==> src/mtf_pkg.sv <==
package mtf_pkg;

  localparam int unsigned SYM_W = 8;
  localparam int unsigned POS_W = 8;

  typedef struct packed {
    logic [SYM_W-1:0] symbol;
    logic             last_in_block;
  } mtf_in_t;

  typedef struct packed {
    logic [POS_W-1:0] position;
    logic             block_end;
  } mtf_out_t;

  // transaction traveling down the cell chain
  typedef struct packed {
    logic [SYM_W-1:0] symbol;
    logic [SYM_W-1:0] carry;
    logic [POS_W-1:0] position;
    logic             active;
    logic             found;
    logic             last;
  } mtf_token_t;

endpackage

==> src/mtf_cell.sv <==
module mtf_cell #(
  parameter int unsigned INDEX = 0
) (
  input  logic                clk,
  input  logic                rst_n,
  input  logic                advance,
  input  logic                tok_in_valid,
  input  mtf_pkg::mtf_token_t tok_in,
  output logic                tok_out_valid,
  output mtf_pkg::mtf_token_t tok_out
);

  localparam logic [mtf_pkg::SYM_W-1:0] INIT_SYM = mtf_pkg::SYM_W'(INDEX);
  localparam logic [mtf_pkg::POS_W-1:0] INIT_POS = mtf_pkg::POS_W'(INDEX);

  logic [mtf_pkg::SYM_W-1:0] entry_r, entry_nxt;
  logic                      valid_r;
  mtf_pkg::mtf_token_t       tok_r, tok_nxt;
  logic                      search;
  logic                      hit;

  assign search = tok_in.active && !tok_in.found;
  assign hit    = search && (entry_r == tok_in.symbol);

  // while the token still searches, the carried symbol lands here; on a miss the old entry moves on
  always_comb begin
    entry_nxt = entry_r;
    tok_nxt   = tok_in;
    if (search) begin
      entry_nxt = tok_in.carry;
      if (hit) begin
        tok_nxt.found    = 1'b1;
        tok_nxt.position = INIT_POS;
      end else begin
        tok_nxt.carry = entry_r;
      end
    end
    if (tok_in.last) begin
      entry_nxt = INIT_SYM;
    end
  end

  always_ff @(posedge clk) begin
    if (!rst_n) begin
      entry_r <= INIT_SYM;
      valid_r <= 1'b0;
    end else if (advance) begin
      valid_r <= tok_in_valid;
      if (tok_in_valid) begin
        entry_r <= entry_nxt;
      end
    end
  end

  always_ff @(posedge clk) begin
    if (advance) begin
      tok_r <= tok_nxt;
    end
  end

  assign tok_out_valid = valid_r;
  assign tok_out       = tok_r;

endmodule

==> config.mk <==
export PLATFORM = sky130hd
export DESIGN_NAME = mtf_cell
export DESIGN_NICKNAME = d
export VERILOG_FILES = /design/src/mtf_pkg.sv /design/src/mtf_cell.sv
export SDC_FILE = /design/constraint.sdc
export NUM_CORES = 1
export LEC_CHECK = 0
export BUFFER_PORTS_ARGS = -buffer_cell sky130_fd_sc_hd__clkbuf_2
export CORE_MARGIN = 8
export CORE_UTILIZATION = 45
export CTS_CLUSTER_SIZE = 24
export DETAILED_ROUTE_END_ITERATION = 10
export GPL_TIMING_DRIVEN = 0
export PLACE_DENSITY_LB_ADDON = 0.12
export REMOVE_ABC_BUFFERS = 1
export SLEW_MARGIN = 20
export SYNTH_ARGS = -nofsm -noshare
export SYNTH_HDL_FRONTEND = slang
export SYNTH_SLANG_ARGS = --single-unit
==> constraint.sdc <==
create_clock -name clk -period 1.9 [get_ports clk]
set_input_delay 0.38 -clock clk [delete_from_list [all_inputs] [get_ports clk]]
set_output_delay 0.38 -clock clk [all_outputs]
set_load 0.01 [all_outputs]
; Yosys cells after proc, flatten, opt, wreduce, memory -nomap -nowiden
; Index checks and enable logic that the tools add are counted.
[totals]
inputBits = 31
word_cells = 21
regBits = 36
out_inout_bits = 28
[op_classes]
muxes = 7
reduce_logical = 5
eq_ne = 1
[op_table]
columns = cell, count
row1 = $mux W8, 4
row2 = $mux W16, 1
row3 = $eq A8 B8 Y1, 1
row4 = $reduce_and A3 Y1, 1
row5 = $logic_and A1 B1 Y1, 2
row6 = $mux W1, 2
row7 = $reduce_bool A2 Y1, 1
row8 = $logic_not A1 Y1, 1

; Logic depth before layout (Yosys ltp)
; Gate-level depths: netlist (run 1).
[depth]
ltp_word = 5
depth_mapped = 5
ltp_nobuf = 4

; Least setup slack after synthesis (run 1)
; Ideal clock, no wire load.
[synth_timing]
kind = input to register
startpoint = input tok_in[20] (netlist bit)
endpoint = register tok_r (netlist bit tok_out[11]), data pin
cell_stages = 4
slack_ps = 330
path_buffers = 0
setup_time_ps = 260
required_ps = 1640
arrival_time_ps = 1310
path_cell_list = xnor2_1 nand4_1 o21ai_2 mux2_2
[synth_lines]
columns = element, line
row1 = "start, declared", mtf_cell.sv:8  ; input mtf_pkg::mtf_token_t tok_in,
row2 = "end signal, assigned", mtf_cell.sv:57  ; tok_r <= tok_nxt;
row3 = "end, declared", mtf_cell.sv:18  ; mtf_pkg::mtf_token_t tok_r, tok_nxt;

==> results.ini, run 1 <==
[cells_and_area]
diodes=0
n_fill_cell=266
syn_to_final_growth_pct=26.6
drive_gt1_frac=0.509
fin_nets=189

[min_path]
hold_path_class=in -> reg

[clock_tree]
clock_path_buffers=2
cts_made_buffers=5
clk_pin_slew_ps=100
clkSinkCount=36
postCtsHoldBufs=0
post_cts_buffers=0
insertion_delay_ps=320
ctsHtreeMaxLevel=2
clockRootBuffer=clkbuf_4
cts_tree=built

[grt]
first_global_vias=1109
grt_max_degree=30
grt_pass1_wl_um=5160
antenna_found_initial=0
gr-usage-all-layers=0.125
overflow=0

[setup_path]
critical_path_arrival_ps=1800
crit_fanout=9
cp_data_required_time_ps=1990
end_kind=register
critPathKind=reg -> reg
cp-start-kind=register

[power_and_ir_drop]
fin_total_pwr_mw=1.47
clkPwrFrac=0.253
power_density_nw_per_um2=794
p_int_mw=1.13
p_switching_mw=0.338
sw_frac_of_total=0.230
ir_drop_mv=0.463
sequentialPowerShare=0.624
power_frac_comb=0.123
p_leak_nw=0.744

[drt]
wl_per_cell_um=15.1
first_iter_violations=58
vias=947
drc=0
first_pass_iters=3
drt-total-wl_um=3060
vias_per_cell=4.67
ant_nets=0

[yosys]
post-synth-top-area-fraction=0.555
syn_inst=95
ys_ff_latch=36
avgSynthCellArea_um2=15.4
synth_area_leaders=edfxtp_1 (56%), dfxtp_1 (12%), mux2_2 (6.2%), xnor2_1 (4.8%), or3b_2 (3.6%)
netlist.top_cell.by_area=edfxtp_1
synth_warnings=0
yosysSeqAreaShare=0.679
yosysUniqueCellTypes=20
netlist_area_um2=1460

[timing]
relSlewSlack=0.616
period_minus_slack_ps=1710
finalSetupViolations=0
fin_ws_ps=189
hold_viol=0
timing.fmax_mhz=584
worst_slew_pin_slew_ps=574
period_share=0.901
rsz0062_at_grt=no
finClkSkew_ps=4.49
drv_slew=0
setup_tns_ps=0

[floorplanning]
die_h_um=73.0
initial_core_util=0.474
core_area_um2=3080
ios=59
rows=20
dieArea_um2=5320
die_x_um=73.0

[placement]
hpwl_um=2320
port_buffers=58
pre_cts_ws_ps=-386
place_congestion=0.722

[run]
cap_violations=0

[status]
status=finished clean

## registers in the layout (all words and copies together), names as in the netlist
name	cells
tok_out	27
entry_r	8
tok_out_valid	1
## power by group through the flow
stage | registers, mW | logic [mW] | clock network (mW)
after CTS | 0.916 | 0.184 | 0.387
after global routing | 0.923 | 0.199 | 0.422
after floorplan | 0.958 | 0.0523 | 0
final | 0.915 | 0.181 | 0.372
after detailed placement | 0.935 | 0.183 | 0
after global placement | 0.931 | 0.178 | 0
## layout make-up
cell class	instances	area (um2)	share of cell area
clock buffer	7	45.0	0.0244
multi-input combinational	57	460	0.249
timing repair buffer	58	293	0.158
tap	44	55.1	0.0298
clock inverter	1	3.75	0.00203
sequential	36	991	0.536
## synthesized netlist by cell type (all sizes together)
library cell and number:
o21ai 1, xnor2 8, o211ai 1, buf 2, dfxtp 9, and2 8, nand4 2, mux2i 1
edfxtp 27, or2b 1, nor2b 2, nand2 8, mux2 8, or3b 9, a21boi 8
## through the flow
| step | hold slack [ps] | cell area [um2] | utilization | instances |
|---|---|---|---|---|
| 4_1_cts | 237 | 1840 | 0.598 | 203 |
| 3_3_place_gp | 467 | 1790 | 0.581 | 195 |
| 5_1_grt | 234 | 1850 | 0.600 | 203 |
| 2_1_floorplan | 454 | 1440 | - | 93 |
| 6_report | 250 | 1850 | 0.600 | 203 |
| 3_5_place_dp | 473 | 1790 | 0.581 | 195 |
## layer usage
| metal | GRT usage | part of all wire |
|---|---|---|
| met5 | 0 | 0 |
| met4 | 0.0333 | 0.011 |
| met3 | 0.0495 | 0.073 |
| met2 | 0.237 | 0.52 |
| met1 | 0.122 | 0.40 |
## layout by cell type, fill, tap and decap left out
cell,synthesis,final
and2_1,7,7
nor2b_4,1,1
and2_4,1,1
or3b_2,6,6
a21boi_1,2,2
or3b_1,3,3
a21boi_0,6,6
clkbuf_2,0,57
o211ai_2,1,1
dfxtp_1,9,9
or2b_1,1,1
clkbuf_1,0,2
nand2_1,8,8
edfxtp_1,27,27
o21ai_4,0,1
nand4_1,2,2
nor2b_1,1,1
mux2_2,8,8
clkinv_1,0,1
xnor2_1,8,8
mux2i_1,1,1
clkbuf_4,0,6
## critical path: stages (launching register included)
cell     delay, ps
dfxtp_1        350
xnor2_1        180
nand4_1        210
or3b_1         520
and2_1         220
## cells by family (layout without fill, tap and decap cells)
group / Yosys count / count (layout) / share of synthesized area
multiplexers: 9 / 9 / 0.0686
flip-flops: 36 / 36 / 0.679
buffers and inverters: 2 / 66 / 0.0111
AO/OA/AOI/OAI: 10 / 10 / 0.0557
XOR/XNOR: 8 / 8 / 0.0480
AND/OR/NAND/NOR: 30 / 30 / 0.138
## path summary, 6_finish.rpt
path	from	to	slack [ps]	depth (start not counted)
max reg2reg	entry_r[4]$_SDFFE_PN0P_	tok_out[8]$_DFFE_PP_	190	4
max	entry_r[4]$_SDFFE_PN0P_	tok_out[8]$_DFFE_PP_	190	4
min reg2reg	entry_r[5]$_SDFFE_PN0P_	entry_r[5]$_SDFFE_PN0P_	480	2
min	tok_in[2]	tok_out[2]$_DFFE_PP_	250	1
## repair_timing
action / in CTS / in global routing
cloned: 0 / 0
hold endpoints to repair: 0 / 0
endpoints found under the setup margin: 4 / 8
resized for setup: 1 / 1
Power figures use the tool's default switching activity.
==> run 2: changes to the inputs <==
--- a/config.mk
+++ b/config.mk
@@ -5,11 +5,11 @@
 export SDC_FILE = /design/constraint.sdc
 export NUM_CORES = 1
 export LEC_CHECK = 0
-export BUFFER_PORTS_ARGS = -buffer_cell sky130_fd_sc_hd__clkbuf_2
 export CORE_MARGIN = 8
 export CORE_UTILIZATION = 45
 export CTS_CLUSTER_SIZE = 24
 export DETAILED_ROUTE_END_ITERATION = 10
+export DONT_BUFFER_PORTS = 1
 export GPL_TIMING_DRIVEN = 0
 export PLACE_DENSITY_LB_ADDON = 0.12
 export REMOVE_ABC_BUFFERS = 1
==> run 2 against run 1 <==
Compared with the run above: critical path depth did not move; hold slack got worse by 110 ps; clock power about the same; first-iteration DRC count fell by 60%; maximum frequency decreased by 0.15%; total power fell by 6.1%.
==> results.ini, run 2 (synthesis results as in run 1) <==
[cells_and_area]
fin_nets=131
final_cell_mix=edfxtp_1 (27), dfxtp_1 (9), xnor2_1 (8), mux2_2 (8), nand2_1 (8)
postLayoutCellArea_um2=1560
largest_reg_flops=27
final_util=0.505
syn_to_final_growth_pct=6.51
n_fill_cell=266
diodes=0
stdcell_count=145
drive_gt1_frac=0.228
layout_commonest_cell=edfxtp_1

[drt]
vias=738
ant_nets=0
wl_per_cell_um=19.5
vias_per_cell=5.09
first_iter_violations=23
drc=0
first_pass_iters=4
drt-total-wl_um=2820

[floorplanning]
initial_core_util=0.474
ios=59
die_x_um=73.0
rows=20
core_area_um2=3080
dieArea_um2=5320
die_h_um=73.0

[setup_path]
cp_data_required_time_ps=1980
cpPeakStageDelay_ps=410
crit_fanout=8
cp_top_family=flip-flops
critPathKind=reg -> reg
critical_path.cell_chain=xnor2_1 -> nand4_1 -> o21ai_4 -> mux2_2
path_buf_inv=0
cp-start-kind=register
slowest_stage=dfxtp_1
end_kind=register
critical_path_arrival_ps=1800

[timing]
finalSetupViolations=0
period_share=0.902
whs_ps=139
setup_tns_ps=0
drv_slew=0
hold_viol=0
finClkSkew_ps=7.86
timing.fmax_mhz=584
period_minus_slack_ps=1710
relSlewSlack=0.594
worst_slew_pin_slew_ps=608
rsz0062_at_grt=no
fin_ws_ps=186

[clock_tree]
clockRootBuffer=clkbuf_4
clock_path_buffers=2
clk_pin_slew_ps=100
clkSinkCount=36
cts_resized=0
post_cts_buffers=0
cts_tree=built
ctsHtreeMaxLevel=2
postCtsHoldBufs=0
cts_made_buffers=5
insertion_delay_ps=330

[status]
status=finished clean

[placement]
dpl-instance-area_um2=1500
port_buffers=0
pre_cts_ws_ps=64.9
place_congestion=0.653
place_inst=137
hpwl_um=2070

[power_and_ir_drop]
power_density_nw_per_um2=886
fin_total_pwr_mw=1.38
p_leak_nw=0.502
ir_drop_mv=0.422

[grt]
overflow=0
gr-usage-all-layers=0.109
grt_max_degree=30
grt_pass1_wl_um=4210
antenna_found_initial=0
first_global_vias=775

[run]
cap_violations=0

[min_path]
hold_path_class=in -> reg

## run 2: changes by cell type in the layout (fill, tap and decap cells not counted), sizes merged
| cell | previous run | this run |
|---|---|---|
| clkbuf | 65 | 7 |
## run 2: final timing paths
path                      startpoint  depth (start not counted)  slack (ps)                       to
min reg2reg  entry_r[5]$_SDFFE_PN0P_                          2         490  entry_r[5]$_SDFFE_PN0P_
min                       tok_in[26]                          0         140    tok_out[26]$_DFFE_PP_
max          entry_r[2]$_SDFFE_PN0P_                          4         190    tok_out[16]$_DFFE_PP_
max reg2reg  entry_r[2]$_SDFFE_PN0P_                          4         190    tok_out[16]$_DFFE_PP_
## run 2: routing by layer
metal,global-route usage,routed length [um],share of wire,up-vias
met5,0,0,0,-
met4,0.0467,46,0.016,0
met3,0.0659,303,0.11,5
met2,0.173,1410,0.50,34
met1,0.113,1060,0.38,344
li1,-,-,-,355
## run 2: power by group
group,switching [mW],internal (mW)
registers,0.0440,0.903
clock network,0.228,0.142
logic,0.0227,0.0386
## run 2: final cells by class
type | instances | area (um2) | share of cell area
tap | 44 | 55.1 | 0.0354
clock inverter | 1 | 3.75 | 0.00241
multi-input combinational | 57 | 460 | 0.296
clock buffer | 7 | 45.0 | 0.0290
sequential | 36 | 991 | 0.637
## run 2: worst reg2reg max path, cell delays in order (launching register included)
cell and delay (ps):
dfxtp_1 410, xnor2_1 140, nand4_1 190, o21ai_4 360, mux2_2 390
